[config.mk]
export PLATFORM = sky130hd
export DESIGN_NAME = stepper_tray_positioner_core
export DESIGN_NICKNAME = d
export VERILOG_FILES = /design/src/sv/stp_pkg.sv /design/src/sv/stepper_tray_positioner_core.sv
export SDC_FILE = /design/constraint.sdc
export NUM_CORES = 1
export LEC_CHECK = 0
export BUFFER_PORTS_ARGS = -buffer_cell sky130_fd_sc_hd__buf_4
export CAP_MARGIN = 20
export CORE_UTILIZATION = 40
export CTS_CLUSTER_SIZE = 25
export DETAILED_ROUTE_END_ITERATION = 6
export GPL_ROUTABILITY_DRIVEN = 0
export PLACE_DENSITY = 0.65
export SYNTH_ARGS = -nofsm -noshare
export SYNTH_HDL_FRONTEND = slang
export SYNTH_SLANG_ARGS = --single-unit
[constraint.sdc]
create_clock -name clk -period 7.35 [get_ports clk]
set_input_delay 0.735 -clock clk [delete_from_list [all_inputs] [get_ports clk]]
set_output_delay 0.735 -clock clk [all_outputs]
set_load 0.005 [all_outputs]
[src/sv/stp_pkg.sv]
// Shared types, constants and helper functions of the stepper tray positioner.
package stp_pkg;

  localparam int PERIOD_W    = 5;
  localparam int STEPS_W     = 8;
  localparam int TRAY_W      = 2;
  localparam int PHASE_W     = 2;
  localparam int PATTERN_W   = 6;
  localparam int CFG_INDEX_W = 8;
  localparam int CFG_DATA_W  = 8;
  // Signed width for the period and ramp arithmetic (step counts up to 255)
  localparam int CALC_W      = 10;

  typedef logic [PERIOD_W-1:0]  period_t;
  typedef logic [STEPS_W-1:0]   steps_t;
  typedef logic [TRAY_W-1:0]    tray_t;
  typedef logic [PHASE_W-1:0]   phase_t;
  typedef logic [PATTERN_W-1:0] pattern_t;
  typedef logic signed [CALC_W-1:0] calc_t;

  // Item kinds
  localparam logic KIND_MOVE = 1'b0;
  localparam logic KIND_TICK = 1'b1;

  // Tray distance codes, target minus current modulo four
  localparam tray_t DIST_SAME = 2'd0;
  localparam tray_t DIST_FWD  = 2'd1;
  localparam tray_t DIST_HALF = 2'd2;
  localparam tray_t DIST_REV  = 2'd3;

  // Configuration register indexes
  localparam logic [CFG_INDEX_W-1:0] REG_SLOW_PERIOD  = 8'd0;
  localparam logic [CFG_INDEX_W-1:0] REG_FAST_PERIOD  = 8'd1;
  localparam logic [CFG_INDEX_W-1:0] REG_QUARTER_STEP = 8'd2;
  localparam logic [CFG_INDEX_W-1:0] REG_HALF_STEP    = 8'd3;

  // Reset values
  localparam period_t  SLOW_PERIOD_RST  = 5'd10;
  localparam period_t  FAST_PERIOD_RST  = 5'd6;
  localparam steps_t   QUARTER_STEP_RST = 8'd50;
  localparam steps_t   HALF_STEP_RST    = 8'd100;
  localparam pattern_t PATTERN_RST      = 6'h35;

  // Hold time limits
  localparam period_t PERIOD_MIN = 5'd1;
  localparam period_t PERIOD_MAX = 5'd31;

  // Coil pattern table; reverse moves read it backwards
  function automatic pattern_t coil_lookup(input phase_t ph, input logic rev);
    phase_t idx;
    pattern_t pat;
    idx = rev ? ~ph : ph;
    unique case (idx)
      2'd0:    pat = 6'h35;
      2'd1:    pat = 6'h36;
      2'd2:    pat = 6'h2E;
      default: pat = 6'h2D;
    endcase
    return pat;
  endfunction

  // Saturate a hold time to 1..31
  function automatic period_t clamp_period(input calc_t p);
    period_t r;
    if (p < calc_t'(PERIOD_MIN)) begin
      r = PERIOD_MIN;
    end else if (p > calc_t'(PERIOD_MAX)) begin
      r = PERIOD_MAX;
    end else begin
      r = p[PERIOD_W-1:0];
    end
    return r;
  endfunction

endpackage

[src/sv/stepper_tray_positioner_core.sv]
// Top level of the stepper tray positioner: move sequencing, step ramp and result register.
// Usage
//   Input channel (in_valid/in_ready): each transaction is either a move command
//   (kind = 0, target_tray) or a one millisecond tick (kind = 1).
//   Output channel (out_valid/out_ready): exactly one result per input transaction,
//   in order: coil_pattern, moving, move_done, rejected.
//   Configuration channel (cfg_valid/cfg_ready, cfg_index, cfg_data): writes slow_period,
//   fast_period, quarter_turn_steps and half_turn_steps; cfg_ready is always high.
//   Writes with an index past the last register are taken and ignored.
// Timing
//   An item is handled in the cycle it is accepted and its result is registered in the output
//   register at the end of that cycle; throughput one item per cycle while out_ready stays high.
//   The state update is a single pass of adders and compares ahead of the result register.
// Reset
//   rst is synchronous: the tray sits at position 0, phase 0, drive pattern 0x35, idle,
//   registers take their reset values and the output register is empty.
// Stall
//   While a result waits and out_ready is low, in_ready drops; a new item is taken in the
//   same cycle that the waiting result leaves, so a steady consumer sees no bubbles.
module stepper_tray_positioner_core (
  input  logic                                clk,
  input  logic                                rst,
  // Input channel
  input  logic                                in_valid,
  output logic                                in_ready,
  input  logic                                kind,
  input  logic [stp_pkg::TRAY_W-1:0]          target_tray,
  // Output channel
  output logic                                out_valid,
  input  logic                                out_ready,
  output logic [stp_pkg::PATTERN_W-1:0]       coil_pattern,
  output logic                                moving,
  output logic                                move_done,
  output logic                                rejected,
  // Configuration channel
  input  logic                                cfg_valid,
  output logic                                cfg_ready,
  input  logic [stp_pkg::CFG_INDEX_W-1:0]     cfg_index,
  input  logic [stp_pkg::CFG_DATA_W-1:0]      cfg_data
);

  // Configuration registers
  stp_pkg::period_t slow_period;
  stp_pkg::period_t fast_period;
  stp_pkg::steps_t  quarter_turn_steps;
  stp_pkg::steps_t  half_turn_steps;

  // Motion state
  stp_pkg::tray_t    tray_position, tray_position_next;
  stp_pkg::phase_t   phase_index, phase_index_next;
  stp_pkg::period_t  step_period, step_period_next;
  stp_pkg::period_t  tick_count, tick_count_next;
  stp_pkg::steps_t   step_index, step_index_next;
  stp_pkg::steps_t   step_total, step_total_next;
  logic              reverse_dir, reverse_dir_next;
  logic              busy, busy_next;
  stp_pkg::pattern_t drive_pattern, drive_pattern_next;
  logic              done_next, rej_next;

  // Intermediate values
  stp_pkg::tray_t   tray_delta;
  stp_pkg::steps_t  move_total;
  logic             move_rev;
  stp_pkg::period_t tick_inc;
  stp_pkg::steps_t  index_inc;
  stp_pkg::calc_t   ramp;
  stp_pkg::calc_t   remaining;
  stp_pkg::calc_t   period_dn;
  stp_pkg::calc_t   period_up;

  logic in_fire;

  assign cfg_ready = 1'b1;
  assign in_ready  = !out_valid || out_ready;
  assign in_fire   = in_valid && in_ready;

  // Configuration writes
  always_ff @(posedge clk) begin
    if (rst) begin
      slow_period        <= stp_pkg::SLOW_PERIOD_RST;
      fast_period        <= stp_pkg::FAST_PERIOD_RST;
      quarter_turn_steps <= stp_pkg::QUARTER_STEP_RST;
      half_turn_steps    <= stp_pkg::HALF_STEP_RST;
    end else if (cfg_valid) begin
      unique case (cfg_index)
        stp_pkg::REG_SLOW_PERIOD:  slow_period        <= cfg_data[stp_pkg::PERIOD_W-1:0];
        stp_pkg::REG_FAST_PERIOD:  fast_period        <= cfg_data[stp_pkg::PERIOD_W-1:0];
        stp_pkg::REG_QUARTER_STEP: quarter_turn_steps <= cfg_data;
        stp_pkg::REG_HALF_STEP:    half_turn_steps    <= cfg_data;
        default: ;
      endcase
    end
  end

  // Move decode: step count and direction from the tray distance
  assign tray_delta = target_tray - tray_position;

  always_comb begin
    move_total = '0;
    move_rev   = 1'b0;
    unique case (tray_delta)
      stp_pkg::DIST_FWD:  move_total = quarter_turn_steps;
      stp_pkg::DIST_REV: begin
        move_total = quarter_turn_steps;
        move_rev   = 1'b1;
      end
      stp_pkg::DIST_HALF: move_total = half_turn_steps;
      default:            move_total = '0;
    endcase
  end

  // Ramp arithmetic for the end of a step
  assign tick_inc  = tick_count + stp_pkg::period_t'(1);
  assign index_inc = step_index + stp_pkg::steps_t'(1);
  assign ramp      = $signed({5'd0, slow_period}) - $signed({5'd0, fast_period});
  assign remaining = $signed({2'd0, step_total}) - $signed({2'd0, step_index});

  // Speed up over the first steps, slow down over the last ones
  always_comb begin
    period_dn = $signed({5'd0, step_period});
    if ($signed({2'd0, step_index}) < ramp && step_period >= fast_period) begin
      period_dn = period_dn - stp_pkg::calc_t'(1);
    end
    period_up = period_dn;
    if (remaining <= ramp && period_dn <= $signed({5'd0, slow_period})) begin
      period_up = period_dn + stp_pkg::calc_t'(1);
    end
  end

  // Next state for one item
  always_comb begin
    tray_position_next = tray_position;
    phase_index_next   = phase_index;
    step_period_next   = step_period;
    tick_count_next    = tick_count;
    step_index_next    = step_index;
    step_total_next    = step_total;
    reverse_dir_next   = reverse_dir;
    busy_next          = busy;
    drive_pattern_next = drive_pattern;
    done_next          = 1'b0;
    rej_next           = 1'b0;

    if (kind == stp_pkg::KIND_MOVE) begin
      if (busy) begin
        rej_next = 1'b1;
      end else begin
        tray_position_next = target_tray;
        if (tray_delta == stp_pkg::DIST_SAME || move_total == '0) begin
          done_next = 1'b1;
        end else begin
          reverse_dir_next   = move_rev;
          step_total_next    = move_total;
          step_index_next    = '0;
          tick_count_next    = '0;
          step_period_next   = stp_pkg::clamp_period($signed({5'd0, slow_period}));
          busy_next          = 1'b1;
          drive_pattern_next = stp_pkg::coil_lookup(phase_index, move_rev);
          phase_index_next   = phase_index + stp_pkg::phase_t'(1);
        end
      end
    end else if (busy) begin
      tick_count_next = tick_inc;
      if (tick_inc >= step_period) begin
        step_period_next = stp_pkg::clamp_period(period_up);
        tick_count_next  = '0;
        step_index_next  = index_inc;
        if (index_inc >= step_total) begin
          busy_next = 1'b0;
          done_next = 1'b1;
        end else begin
          drive_pattern_next = stp_pkg::coil_lookup(phase_index, reverse_dir);
          phase_index_next   = phase_index + stp_pkg::phase_t'(1);
        end
      end
    end
  end

  // State registers, updated once per accepted transaction
  always_ff @(posedge clk) begin
    if (rst) begin
      tray_position <= '0;
      phase_index   <= '0;
      step_period   <= stp_pkg::SLOW_PERIOD_RST;
      tick_count    <= '0;
      step_index    <= '0;
      step_total    <= '0;
      reverse_dir   <= 1'b0;
      busy          <= 1'b0;
      drive_pattern <= stp_pkg::PATTERN_RST;
    end else if (in_fire) begin
      tray_position <= tray_position_next;
      phase_index   <= phase_index_next;
      step_period   <= step_period_next;
      tick_count    <= tick_count_next;
      step_index    <= step_index_next;
      step_total    <= step_total_next;
      reverse_dir   <= reverse_dir_next;
      busy          <= busy_next;
      drive_pattern <= drive_pattern_next;
    end
  end

  // Result register: valid flag
  always_ff @(posedge clk) begin
    if (rst) begin
      out_valid <= 1'b0;
    end else if (in_fire) begin
      out_valid <= 1'b1;
    end else if (out_ready) begin
      out_valid <= 1'b0;
    end
  end

  // Result register: payload
  always_ff @(posedge clk) begin
    if (in_fire) begin
      coil_pattern <= drive_pattern_next;
      moving       <= busy_next;
      move_done    <= done_next;
      rejected     <= rej_next;
    end
  end

endmodule

### After elaboration in Yosys (flattened, before gate mapping)

Index checks and enable logic that the tools add are counted.

| storage, ports and cells | value |
|---|---|
| flip-flop bits (word level) | 74 |
| bits in latches | 0 |
| memory bits (writable) | 0 |
| bits in read-only memories | 0 |
| bits of input ports | 24 |
| output and inout bits | 12 |
| word-level logic and storage cells | 129 |
| memories | 0 |

| operators by class | value |
|---|---|
| add/subtract/negate cells | 8 |
| multipliers | 0 |
| divide/modulo/power cells | 0 |
| magnitude comparators | 9 |
| equal/unequal tests | 15 |
| shift operators | 0 |
| muxes and demuxes | 53 |
| bitwise logic cells | 4 |
| reductions and logical operators | 22 |

Operator list:

| cell | count |
|---|---|
| $mux 5 | 13 |
| $mux 8 | 5 |
| $mux 6 | 6 |
| $pmux 5 s3 | 2 |
| $mux 10 | 2 |
| $eq 8x2->1 const B | 2 |
| $logic_not 8->1 | 2 |
| $mux 1 | 16 |
| $mux 2 | 8 |
| $pmux 8 s2 | 1 |
| $add 10x2->10 const B | 1 |
| $ge 5x5->1 | 2 |
| $gt 10x6->1 const B | 1 |
| $le 10x6->1 | 1 |
| $lt 10x2->1 const B | 1 |
| $le 9x6->1 | 1 |
| $lt 9x6->1 | 1 |
| $sub 8x8->9 | 1 |
| $add 8x1->8 const B | 1 |
| $eq 2x2->1 const B | 4 |
| $eq 8x1->1 const B | 1 |
| $ge 8x8->1 | 1 |
| $reduce_and 2->1 | 4 |
| $reduce_and 4->1 | 2 |
| other kinds (20) | 32 |

### Longest topological paths before layout

Gate-level depths: netlist of run 1.

| logic depth | value |
|---|---|
| word-level depth | 13 |
| depth in mapped cells | 27 |
| depth with buffers taken out | 25 |

### Least setup slack after synthesis of run 1

Ideal clock, no wire load.

| timing | value |
|---|---|
| path type | register -> register |
| start | register fast_period[1] |
| end | register step_period[3] |
| arrival time | 5.137 ns |
| required time | 7.228 ns |
| path slack | 2.091 ns |
| cell stages (with the launch flop) | 28 |
| path buffers | 2 |
| clock period less this slack | 5.259 ns |
| cell sequence | dfxtp_1 > inv_1 > ha_1 > nor2b_1 > o311a_1 > o21ai_0 > nand2b_1 > ha_1 > a2111oi_0 > o31a_1 > nand2_1 > buf_2 > a21oi_1 > nor2_1 > a21oi_1 > ha_1 > nor2b_1 > o21a_1 > o21ai_0 > a21oi_1 > o31ai_1 > or2_1 > and2_1 > clkbuf_1 > a41o_1 > o31a_1 > o21ai_1 > a311o_1 |

| between the ends | value |
|---|---|
| word-level cells in the longest chain between the ends | 13 |
| elaborated cells between the ends (all ways) | 17 |

Ends and longest elaborated chain:

| what | line | text |
|---|---|---|
| start, declared | stepper_tray_positioner_core.sv:44 | `stp_pkg::period_t fast_period;` |
| start signal, assigned | stepper_tray_positioner_core.sv:81 | `fast_period <= stp_pkg::FAST_PERIOD_RST;` |
| start signal, assigned | stepper_tray_positioner_core.sv:87 | `stp_pkg::REG_FAST_PERIOD: fast_period <= cfg_data[stp_pkg::PERIOD_W-1:0];` |
| $sub 5x5->6 | stepper_tray_positioner_core.sv:115 | `assign ramp = $signed({5'd0, slow_period}) - $signed({5'd0, fast_period});` |
| $lt 9x6->1 | stepper_tray_positioner_core.sv:121 | `if ($signed({2'd0, step_index}) < ramp && step_period >= fast_period) begin` |
| $logic_and 1x1->1 | stepper_tray_positioner_core.sv:121 |  |
| $mux 10 | stepper_tray_positioner_core.sv:121 |  |
| $le 10x6->1 | stepper_tray_positioner_core.sv:125 | `if (remaining <= ramp && period_dn <= $signed({5'd0, slow_period})) begin` |
| $logic_and 1x1->1 | stepper_tray_positioner_core.sv:125 |  |
| $mux 10 (*) | stepper_tray_positioner_core.sv:125 |  |
| $gt 10x6->1 | stp_pkg.sv:67 | `end else if (p > calc_t'(PERIOD_MAX)) begin` |
| $mux 5 | stp_pkg.sv:67 |  |
| $mux 5 (*) | stp_pkg.sv:65 | `if (p < calc_t'(PERIOD_MIN)) begin` |
| $mux 5 (*) | stepper_tray_positioner_core.sv:164 | `if (tick_inc >= step_period) begin` |
| $mux 5 (*) | stepper_tray_positioner_core.sv:162 | `end else if (busy) begin` |
| $mux 5 (*) | stepper_tray_positioner_core.sv:144 | `if (kind == stp_pkg::KIND_MOVE) begin` |
| end signal, assigned | stepper_tray_positioner_core.sv:184 | `step_period <= stp_pkg::SLOW_PERIOD_RST;` |
| end signal, assigned | stepper_tray_positioner_core.sv:194 | `step_period <= step_period_next;` |
| end, declared | stepper_tray_positioner_core.sv:51 | `stp_pkg::period_t step_period, step_period_next;` |

Every way passes the cells marked *; elsewhere a longest branch is shown, timed or not. The select of a mux whose other input is x is not followed.
A chain may end at the register's enable or synchronous reset.

### Final worst setup path of run 1

| timing | value |
|---|---|
| start | register fast_period[1] |
| end | register step_period[0] |

Same word-level chain as after synthesis.

==> out/results.ini, run 1 <==
[timing]
final-max-slew-violation-count=0
hold_violations=0
max_freq_mhz=167
tightest_slew_ns=1.09
fin_crit_ns=6.00
setup_viol=0
clock_skew_ns=0.00682
rsz0062_at_grt=false
relSlewSlack_pct=26.9
fin_tns_setup_ns=0
post-route-period-util_pct=81.6
whs_ns=0.441

[grt]
first_global_vias=4097
grt_max_degree=62
antenna_found_initial=0
grt_first_pass_wirelength_um=19600
grt_usage_pct=18.7
grt-ovfl-total=0

[clocking]
cts.repair.resized=0
cts_root_buffer=clkbuf_16
hold_buffers=0
clock_sinks=74
cts_setup_buffers=0
clk_latency_ns=0.33
htreeDepth=3
cts_inserted_buffers=9
cts.clk_slew.worst_paths_ns=0.07
clockBufferDepth=2
cts_tree=done

[synth]
synthDistinctLibCells=67
synth_top_area_share_pct=25.4
syn_inst=617
seq_area_frac_synth_pct=30.7
ys_seq_elements=74
synth_nets=695
synth-edff-count=9
async_reset_ff_share_pct=0
syn_area_per_cell_um2=8.30
synth_top_cell_by_area=dfxtp_1
ys.flop_type=dfxtp_1
ys_warn_count=0
syn_area_um2=5120
synth.area.top_cells=dfxtp_1 (25%), ha_1 (13%), edfxtp_1 (5.3%)

[finish]
fillers=1191
final-seq-area_um2=1570
area_delta_synth_final_pct=13.5
diodes=0
final_nets=719
multi_input_area_um2=3270
drive_gt1_share_pct=10.4

[routing]
drc=0
drt_iter0_drc=205
vias=4369
drtPass1Iterations=5
wl_per_cell_um=14.3
wirelength_um=11600
ant_nets=0
via_per_inst=5.37

[floorplanning]
io_pins=36
initial_core_util_pct=41.8
dieArea_um2=13300
core-area_um2=12300
rows=40
die_h_um=115
die_x_um=115

[worst_setup_path]
r2r-start=fast_period[1]$_SDFFE_PP1P_
r2r-end=step_period[0]$_SDFFE_PP0P_
worstPathArrival_ns=6.20
crit_path_max_fanout=11
crit_path_start_kind=register
slowest_stage=a2111oi_0
max_stage_delay_ns=0.56
setup.worst_path.start=fast_period[1]$_SDFFE_PP1P_
worst_r2r_path_depth=25
required_ns=7.55
worst-setup-path-type=reg -> reg
worstSetupEndpointType=register
rrSetupSlack_ns=1.35
critical_path.endpoint=step_period[0]$_SDFFE_PP0P_

[outcome]
status=complete, no violations

[placed_design]
io_buffer_count=34
hpwlAfterDp_um=8880

[run]
cap_violations=0

[power]
ir_drop_mv=0.125
power_density_nw_per_um2=192
p_leak_uw=0.00248

[hold_path]
hold_path.class=reg -> reg

[routing by layer]
layer	up-vias	wire, um	track usage [%]
met5	-	0	0
met4	0	284	7.10
met3	17	448	4.01
met2	89	5390	30.3
met1	2030	5490	24.4
li1	2233	-	-
[cell families (layout without fill, tap and decap cells)]
logic type	after synthesis	count (layout)	synth area share (%)
and+or+nand+nor	216	216	20.6
AOI/OAI and AO/OA	144	144	19.2
DFF	74	74	30.7
buffers and inverters	73	102	5.45
adders and majority gates	55	55	13.7
xor gates and xnor gates	35	35	6.55
muxes	19	19	3.71
other	1	1	0.0732
[registers in the layout, summed over array words and instances (netlist names), 6 cells and up]
signal	cells
drive_pattern	6
coil_pattern	6
step_index	8
quarter_turn_steps	8
half_turn_steps	8
step_total	8
[synth_stat cells (2+ instances only)]
| cell | n |
|---|---|
| nand3b_1 | 3 |
| or2_2 | 5 |
| nor2b_1 | 13 |
| mux2i_1 | 19 |
| a21o_1 | 9 |
| a2111oi_0 | 3 |
| nand2b_1 | 11 |
| nor2_1 | 62 |
| or2_1 | 2 |
| a211o_1 | 4 |
| nand4_1 | 3 |
| nor3b_1 | 6 |
| o31a_1 | 2 |
| edfxtp_1 | 9 |
| fa_1 | 2 |
| xnor2_1 | 21 |
| and3_1 | 3 |
| a311o_1 | 2 |
| o2bb2ai_1 | 2 |
| a21oi_1 | 52 |
| inv_1 | 49 |
| xnor2_2 | 2 |
| nand3_1 | 22 |
| or3_1 | 6 |
| o21a_1 | 8 |
| clkbuf_1 | 19 |
| a2111o_1 | 2 |
| a41o_1 | 3 |
| xor2_1 | 11 |
| o31ai_1 | 5 |
| ha_1 | 52 |
| nor3_1 | 14 |
| a211oi_1 | 14 |
| a31oi_1 | 3 |
| nand2_1 | 53 |
| o211ai_1 | 8 |
| nor4_1 | 5 |
| o21ai_0 | 15 |
| dfxtp_1 | 65 |
[area by class of cell]
class / count / area share (%)
repair buffers: 35 / 4.52
multi-input cells: 470 / 56.3
flip-flops and latches: 74 / 27.0
inverters: 51 / 3.29
well taps: 168 / 3.62
clock buffers: 9 / 3.87
clock inverters: 7 / 1.42
[metrics by stage]
| step | instance area, um2 | total power [uW] | utilization [%] | instances | setup slack (ns) |
|---|---|---|---|---|---|
| after floorplan | 5120 | 608 | - | 617 | 2.09 |
| after global placement | 5510 | 659 | 44.9 | 798 | 1.61 |
| after detailed placement | 5510 | 665 | 44.9 | 798 | 1.43 |
| after CTS | 5810 | 1120 | 47.4 | 814 | 1.43 |
| after global routing | 5810 | 1170 | 47.4 | 814 | 0.721 |
| final | 5810 | 1120 | 47.4 | 814 | 1.35 |
[layout by cell type (no fill, tap or decap), drive strengths merged, types with 5 or more instances in the layout]
cell type / n
dfxtp: 65
nor2: 62
inv: 54
nand2: 53
a21oi: 52
ha: 52
buf: 35
xnor2: 23
nand3: 22
mux2i: 19
o21ai: 16
a211oi: 15
nor3: 14
nor2b: 13
nand2b: 11
xor2: 11
a21o: 10
clkbuf: 9
edfxtp: 9
o211ai: 9
o21a: 8
or2: 7
or3: 6
nor3b: 6
o31ai: 5
nor4: 5
[power breakdown]
part | switching [uW] | internal (uW)
Combinational | 125 | 97.3
Sequential | 12.7 | 424
Clock | 188 | 269
Total | 325 | 790
[worst min-delay path by stage]
stage | start | end | depth (start not counted)
after floorplan | drive_pattern[2]$_SDFFE_PP1P_ | drive_pattern[2]$_SDFFE_PP1P_ | 1
after global placement | drive_pattern[2]$_SDFFE_PP1P_ | drive_pattern[2]$_SDFFE_PP1P_ | 1
after detailed placement | drive_pattern[5]$_SDFFE_PP1P_ | drive_pattern[5]$_SDFFE_PP1P_ | 1
after CTS | drive_pattern[2]$_SDFFE_PP1P_ | drive_pattern[2]$_SDFFE_PP1P_ | 1
after global routing | drive_pattern[2]$_SDFFE_PP1P_ | drive_pattern[2]$_SDFFE_PP1P_ | 1
final | drive_pattern[5]$_SDFFE_PP1P_ | drive_pattern[5]$_SDFFE_PP1P_ | 1
[worst max-delay path: cells and delay by family, from the launching register on]
family	cells	cell delay, ns
buffers and inverters	1	0.08
AO/OA/AOI/OAI	12	2.76
adder cells (fa/ha/maj)	3	0.91
AND/OR/NAND/NOR	9	1.73
flip-flops	1	0.37
(Power assumes the default switching activity.)
==> inputs of run 2 (changes only) <==
- ABC_AREA: not set -> 1
- PLACE_DENSITY: 0.65 -> 0.67
- clock period: 7.35 -> 5.4 ns (I/O delays scaled with it)
==> run 2 against run 1 <==
Final area grew 1.4%. Largest power group is now combinational cells. Sequential cell count is the same. Synthesized cell count grew 16%. Clock skew grew 0.00078 ns.
==> out/results.ini, run 2 <==
[power]
p_clk_share_pct=31.9  ; -9.0 points
ir_drop_mv=0.243  ; +95%
p_leak_uw=0.00283  ; +14%
p_seq_share_pct=30.6  ; -8.5 points
p_switching_uw=751  ; +130%
switching_share_pct=36.9  ; +7.7 points
intPower_uw=1280  ; +62%
p_comb_share_pct=37.5  ; +18 points
power_density_nw_per_um2=345  ; +80%

[finish]
post-route-util_pct=46.7  ; -0.71 points
fillers=1281  ; +7.6%
layout_commonest_cell=nand2_1
final_nets=822  ; +14%
area_delta_synth_final_pct=13.8
diodes=0  ; unchanged
drive_gt1_share_pct=11.7  ; +1.4 points
final_cell_mix=nand2_1 (144), inv_1 (94), a21oi_1 (70), dfxtp_1 (65), nand3_1 (54)

[timing]
clock_skew_ns=0.00760  ; +0.000781 ns
rsz0062_at_grt=false
hold_violations=0  ; unchanged
tightest_slew_ns=0.710  ; -0.384 ns
whs_ns=0.398  ; -0.0429 ns
setup_viol=0  ; unchanged
fin_tns_setup_ns=0  ; unchanged
post-route-period-util_pct=81.0  ; -0.64 points
final-max-slew-violation-count=0  ; unchanged
fin_crit_ns=4.37  ; -1.63 ns
relSlewSlack_pct=52.6  ; +26 points
max_freq_mhz=229  ; +37%

[synth]
syn_area_um2=5180  ; +1.1%
ys.flop_type=dfxtp_1
synth.area.top_cells=dfxtp_1 (25%), ha_1 (13%), nand2_1 (10%)
synth-edff-count=9  ; unchanged
synth_nets=791  ; +14%
async_reset_ff_share_pct=0  ; unchanged
yosys.cell_count.top_type=nand2_1
synth_top_area_share_pct=25.1  ; -0.28 points
seq_area_frac_synth_pct=30.4  ; -0.33 points
synth_commonest_cells=nand2_1 (144), inv_1 (94), a21oi_1 (70)
synthDistinctLibCells=46  ; -31%
ys_warn_count=0  ; unchanged
synth_compound_area_share_pct=17.7  ; -1.5 points
syn_inst=713  ; +16%
synth_top_cell_by_area=dfxtp_1
synth_top_family_by_area=simple AND/OR/NAND/NOR gates
syn_area_per_cell_um2=7.26  ; -13%
synthAdderAreaFrac_pct=13.3  ; -0.37 points
synthXorXnorAreaFrac_pct=3.38  ; -3.2 points
yosys.area_share.simple_pct=26.2  ; +5.6 points
ys_seq_elements=74  ; unchanged
yosys-mux-area-fraction_pct=0  ; -3.7 points

[clocking]
cts_tree=done
htreeDepth=3  ; unchanged
cts.clk_slew.worst_paths_ns=0.06  ; about the same
cts.repair.resized=0  ; unchanged
cts_setup_buffers=0  ; unchanged
clockBufferDepth=2  ; unchanged
clock_sinks=74  ; unchanged
cts_root_buffer=clkbuf_16
clk_latency_ns=0.35  ; +0.02 ns
cts_inserted_buffers=9  ; unchanged
hold_buffers=0  ; unchanged

[grt]
grt_usage_pct=19.1  ; +0.36 points
grt_max_degree=43  ; -31%
grt_first_pass_wirelength_um=20000  ; +2.1%
first_global_vias=4275  ; +4.3%
antenna_found_initial=0  ; unchanged
grt-ovfl-total=0  ; unchanged

[placed_design]
io_buffer_count=34  ; unchanged
hpwlAfterDp_um=9100  ; +2.5%

[hold_path]
hold_path.class=in -> reg
worstHoldStart=cfg_data[5]
hold_end=half_turn_steps[5]$_SDFFE_PP1P_
holdPathStages=3  ; +2

[worst_setup_path]
rrSetupSlack_ns=1.03  ; -0.32 ns
critPathTopFamily=simple AND/OR/NAND/NOR gates
worst_r2r_path_depth=30  ; +20%
slowest_stage=o211ai_2
r2r-end=step_period[3]$_SDFFE_PP1P_
critical_path_buf_inv_count=6  ; +5
crit_path_start_kind=register
required_ns=5.64  ; -1.91 ns
crit_top_cell=nand2_2
r2r-start=fast_period[3]$_SDFFE_PP0P_
worstPathArrival_ns=4.61  ; -1.59 ns
cp.depth=30  ; +20%
worstSetupEndpointType=register
worst-setup-path-type=reg -> reg
max_stage_delay_ns=0.42  ; -0.14 ns
crit_path_max_fanout=7  ; -4

[routing]
wl_per_cell_um=12.8  ; -10%
drc=0  ; unchanged
vias=4672  ; +6.9%
ant_nets=0  ; unchanged
via_per_inst=5.07  ; -5.5%
wirelength_um=11800  ; +1.8%
drt_iter0_drc=279  ; +36%
drtPass1Iterations=5  ; unchanged

[floorplanning]
initial_core_util_pct=41.0  ; -0.74 points
die_x_um=116  ; +0.54%
rows=41  ; +2.5%
io_pins=36  ; unchanged
dieArea_um2=13400  ; +1.1%
core-area_um2=12600  ; +2.9%
die_h_um=116  ; +0.54%

[run]
cap_violations=0  ; unchanged

[outcome]
status=complete, no violations

[run 2: logic make-up (layout without fill, tap and decap cells)]
group / after synthesis / count (layout)
simple gates: 290 / 290
compound gates: 158 / 158
buf+inv: 116 / 152
flops: 74 / 74
fa+ha+maj: 54 / 54
xor+xnor: 20 / 20
other cells: 1 / 1
[run 2: how the worst max path moves through the flow]
stage | startpoint | endpoint | slack [ns]
global placement | fast_period[3]$_SDFFE_PP0P_ | step_period[1]$_SDFFE_PP1P_ | 1.15
CTS | fast_period[3]$_SDFFE_PP0P_ | step_period[3]$_SDFFE_PP1P_ | 1.01
finish | fast_period[3]$_SDFFE_PP0P_ | step_period[3]$_SDFFE_PP1P_ | 1.03
floorplan | fast_period[3]$_SDFFE_PP0P_ | step_period[1]$_SDFFE_PP1P_ | 1.46
global route | fast_period[3]$_SDFFE_PP0P_ | step_period[1]$_SDFFE_PP1P_ | 0.60
detailed placement | fast_period[3]$_SDFFE_PP0P_ | step_period[3]$_SDFFE_PP1P_ | 1.06
[run 2: cell type report]
type                       count  area (um2)  area share [%]
sequential                    74        1570            26.7
multi-input combinational    523        3140            53.3
inverter                     101         384            6.52
timing repair buffer          35         263            4.46
clock inverter                 6        90.1            1.53
tap                          172         215            3.65
clock buffer                  10         229            3.88
[run 2: stage by stage]
stage | instance area, um2 | instances | total power (uW) | setup WS (ns)
5_1_grt | 5890 | 921 | 2180 | 0.603
4_1_cts | 5890 | 921 | 2040 | 1.01
2_1_floorplan | 5180 | 713 | 1240 | 1.46
3_3_place_gp | 5580 | 905 | 1390 | 1.15
6_report | 5890 | 921 | 2030 | 1.03
3_5_place_dp | 5580 | 905 | 1390 | 1.06
[run 2: worst register-to-register path, delay by kind of cell, from the launching register on]
kind / cells / cell delay (ns)
DFF: 1 / 0.32
AOI/OAI and AO/OA: 4 / 0.93
buffers and inverters: 6 / 0.46
and+or+nand+nor: 17 / 1.54
adders and majority gates: 3 / 1.02
[run 2: power by group through the flow]
| stage | clock network, uW | logic [uW] | registers [uW] |
|---|---|---|---|
| after floorplan | 0 | 609 | 626 |
| after global placement | 0 | 755 | 634 |
| after detailed placement | 0 | 755 | 635 |
| after CTS | 659 | 761 | 623 |
| after global routing | 678 | 879 | 627 |
| final | 649 | 763 | 623 |
[run 2: layer usage]
layer,global-route usage (%),routed length [um],vias to the layer above
li1,-,-,2460
met1,25.9,5930,2111
met5,0,0,-
met2,30.0,5260,86
met4,6.75,195,0
met3,3.82,425,15
==> inputs of run 3 (changes only) <==
- PLACE_DENSITY: 0.67 -> 0.65
- clock period: 5.4 -> 4.2 ns (I/O delays scaled with it)
==> run 3 against run 2 <==
Final area rose by 8.3%. Clock skew down 0.0019 ns. Sequential share of layout area is 1.9 points lower. Sequential power rose by 29%. Final cell count grew 2.8%. Critical path depth is the same. Critical endpoint is now step_period[0]$_SDFFE_PP0P_. Largest cell class unchanged. Highest routed layer unchanged.
==> out/results.ini, run 3 (synthesized netlist as in run 2, its figures left out) <==
[outcome]
status=complete, no violations

[run]
cap_violations=0  ; unchanged

[floorplanning]
die_h_um=116  ; unchanged
rows=41  ; unchanged
io_pins=36  ; unchanged
core-area_um2=12600  ; unchanged
initial_core_util_pct=41.0  ; unchanged
dieArea_um2=13400  ; unchanged
die_x_um=116  ; unchanged

[finish]
final_nets=848  ; +3.2%
final_cell_mix=nand2_1 (133), inv_1 (84), a21oi_1 (66), buf_4 (58), dfxtp_1 (57)
layout_commonest_cell=nand2_1
diodes=0  ; unchanged
area_delta_synth_final_pct=23.3
drive_gt1_share_pct=21.7  ; +9.9 points
stdcell_count=947  ; +2.8%

[grt]
use_met1_pct=26.8  ; +0.83 points
gr-max-usage-layer=met2
met3_usage_pct=3.71  ; -0.10 points
grt-ovfl-total=0  ; unchanged
grt_first_pass_wirelength_um=21000  ; +5.1%
grt_max_degree=45  ; +4.7%
antenna_found_initial=0  ; unchanged
first_global_vias=4503  ; +5.3%
grt_usage_pct=19.9  ; +0.85 points
use_met2_pct=31.6  ; +1.6 points

[hold_path]
worstHoldStart=cfg_data[5]
hold_path.class=in -> reg
hold_end=quarter_turn_steps[5]$_SDFFE_PP1P_
holdPathStages=3  ; unchanged

[timing]
whs_ns=0.296  ; -0.102 ns
post-route-period-util_pct=98.0  ; +17 points
final-max-slew-violation-count=0  ; unchanged
hold_violations=0  ; unchanged
fin_crit_ns=4.12  ; -0.256 ns
max_freq_mhz=243  ; +6.2%
relSlewSlack_pct=52.3  ; -0.27 points
tightest_slew_ns=0.714  ; +0.00404 ns
clock_skew_ns=0.00574  ; -0.00186 ns
setup_viol=0  ; unchanged

[worst_setup_path]
worst_r2r_path_depth=30  ; unchanged
worstSetupEndpointType=register
rrSetupSlack_ns=0.08  ; -0.94 ns
max_stage_delay_ns=0.34  ; -0.08 ns
r2r-start=fast_period[3]$_SDFFE_PP0P_
required_ns=4.42  ; -1.22 ns
worst-setup-path-type=reg -> reg
worstPathArrival_ns=4.34  ; -0.27 ns
slowest_stage=dfxtp_2
crit_path_max_fanout=7  ; unchanged
crit_path_start_kind=register
r2r-end=step_period[0]$_SDFFE_PP0P_

[clocking]
cts.clk_slew.worst_paths_ns=0.06  ; about the same
hold_buffers=0  ; unchanged
cts_inserted_buffers=9  ; unchanged
cts_tree=done
clock_sinks=74  ; unchanged
htreeDepth=3  ; unchanged
clockBufferDepth=2  ; unchanged
clk_latency_ns=0.33  ; -0.02 ns
cts_root_buffer=clkbuf_16

[routing]
drc=0  ; unchanged
drt_iter0_drc=254  ; -9.0%
wl_per_cell_um=14.3  ; +12%
ant_nets=0  ; unchanged
drtPass1Iterations=5  ; unchanged
vias=4990  ; +6.8%
wirelength_um=13600  ; +15%
via_per_inst=5.27  ; +3.9%

[power]
power_density_nw_per_um2=441  ; +28%
p_leak_uw=0.00297  ; +4.8%
ir_drop_mv=0.191  ; -21%

[placed_design]
io_buffer_count=34  ; unchanged
place_inst=906  ; +0.11%
hpwlAfterDp_um=9930  ; +9.1%

==> run 3: metrics by stage <==
| step | instance area [um2] | util [%] | setup WS (ns) | power, uW | TNS, ns |
|---|---|---|---|---|---|
| finish | 6380 | 50.6 | 0.0835 | 2820 | 0 |
| CTS | 5880 | 46.6 | 0.0302 | 2550 | 0 |
| detailed placement | 5580 | 44.2 | 0.0114 | 1810 | 0 |
| floorplan | 5180 | - | 0.258 | 1590 | 0 |
| global placement | 5580 | 44.2 | 0.148 | 1780 | 0 |
| global route | 6380 | 50.6 | -0.117 | 3010 | -0.338 |
==> run 3: worst max-delay path: cells and delay by family (launching register included) <==
| kind | cells | cell delay (ns) |
|---|---|---|
| AO/OA/AOI/OAI | 7 | 1.01 |
| buffers and inverters | 6 | 0.57 |
| adder cells (fa/ha/maj) | 3 | 0.61 |
| flip-flops | 1 | 0.34 |
| AND/OR/NAND/NOR | 14 | 1.46 |
==> run 3: power by group <==
part           internal (uW)  total [uW]  switching (uW)
clock                    411         738             327
sequential               763         805            42.2
combinational            514        1270             760
==> run 3: layout make-up <==
class                           instances  area, um2
Fill cell                            1216       6240
Multi-Input combinational cell        523       3420
Sequential cell                        74       1580
Timing Repair Buffer                   61        485
Inverter                              101        395
Clock buffer                            9        225
Tap cell                              172        215
Clock inverter                          7       57.6
==> run 3: worst max path at each step <==
stage | startpoint | slack [ns] | endpoint | depth (start not counted)
after floorplan | fast_period[3]$_SDFFE_PP0P_ | 0.26 | step_period[1]$_SDFFE_PP1P_ | 30
after global placement | fast_period[2]$_SDFFE_PP1P_ | 0.15 | step_period[3]$_SDFFE_PP1P_ | 31
after detailed placement | fast_period[3]$_SDFFE_PP0P_ | 0.01 | step_period[3]$_SDFFE_PP1P_ | 33
after CTS | fast_period[3]$_SDFFE_PP0P_ | 0.03 | step_period[3]$_SDFFE_PP1P_ | 32
after global routing | fast_period[3]$_SDFFE_PP0P_ | -0.12 | step_period[3]$_SDFFE_PP1P_ | 31
final | fast_period[3]$_SDFFE_PP0P_ | 0.08 | step_period[0]$_SDFFE_PP0P_ | 30
==> run 3: timing repair <==
action,4_1_cts,5_1_grt
buffers inserted,1,23
gates resized for setup,1,75
endpoints found under the setup margin,1,5
pin swaps,1,40
==> run 3: layer usage <==
layer | share of wire [%] | vias up
met2 | 47 | 139
li1 | - | 2502
met3 | 4.9 | 37
met5 | 0 | -
met1 | 45 | 2312
met4 | 3.2 | 0
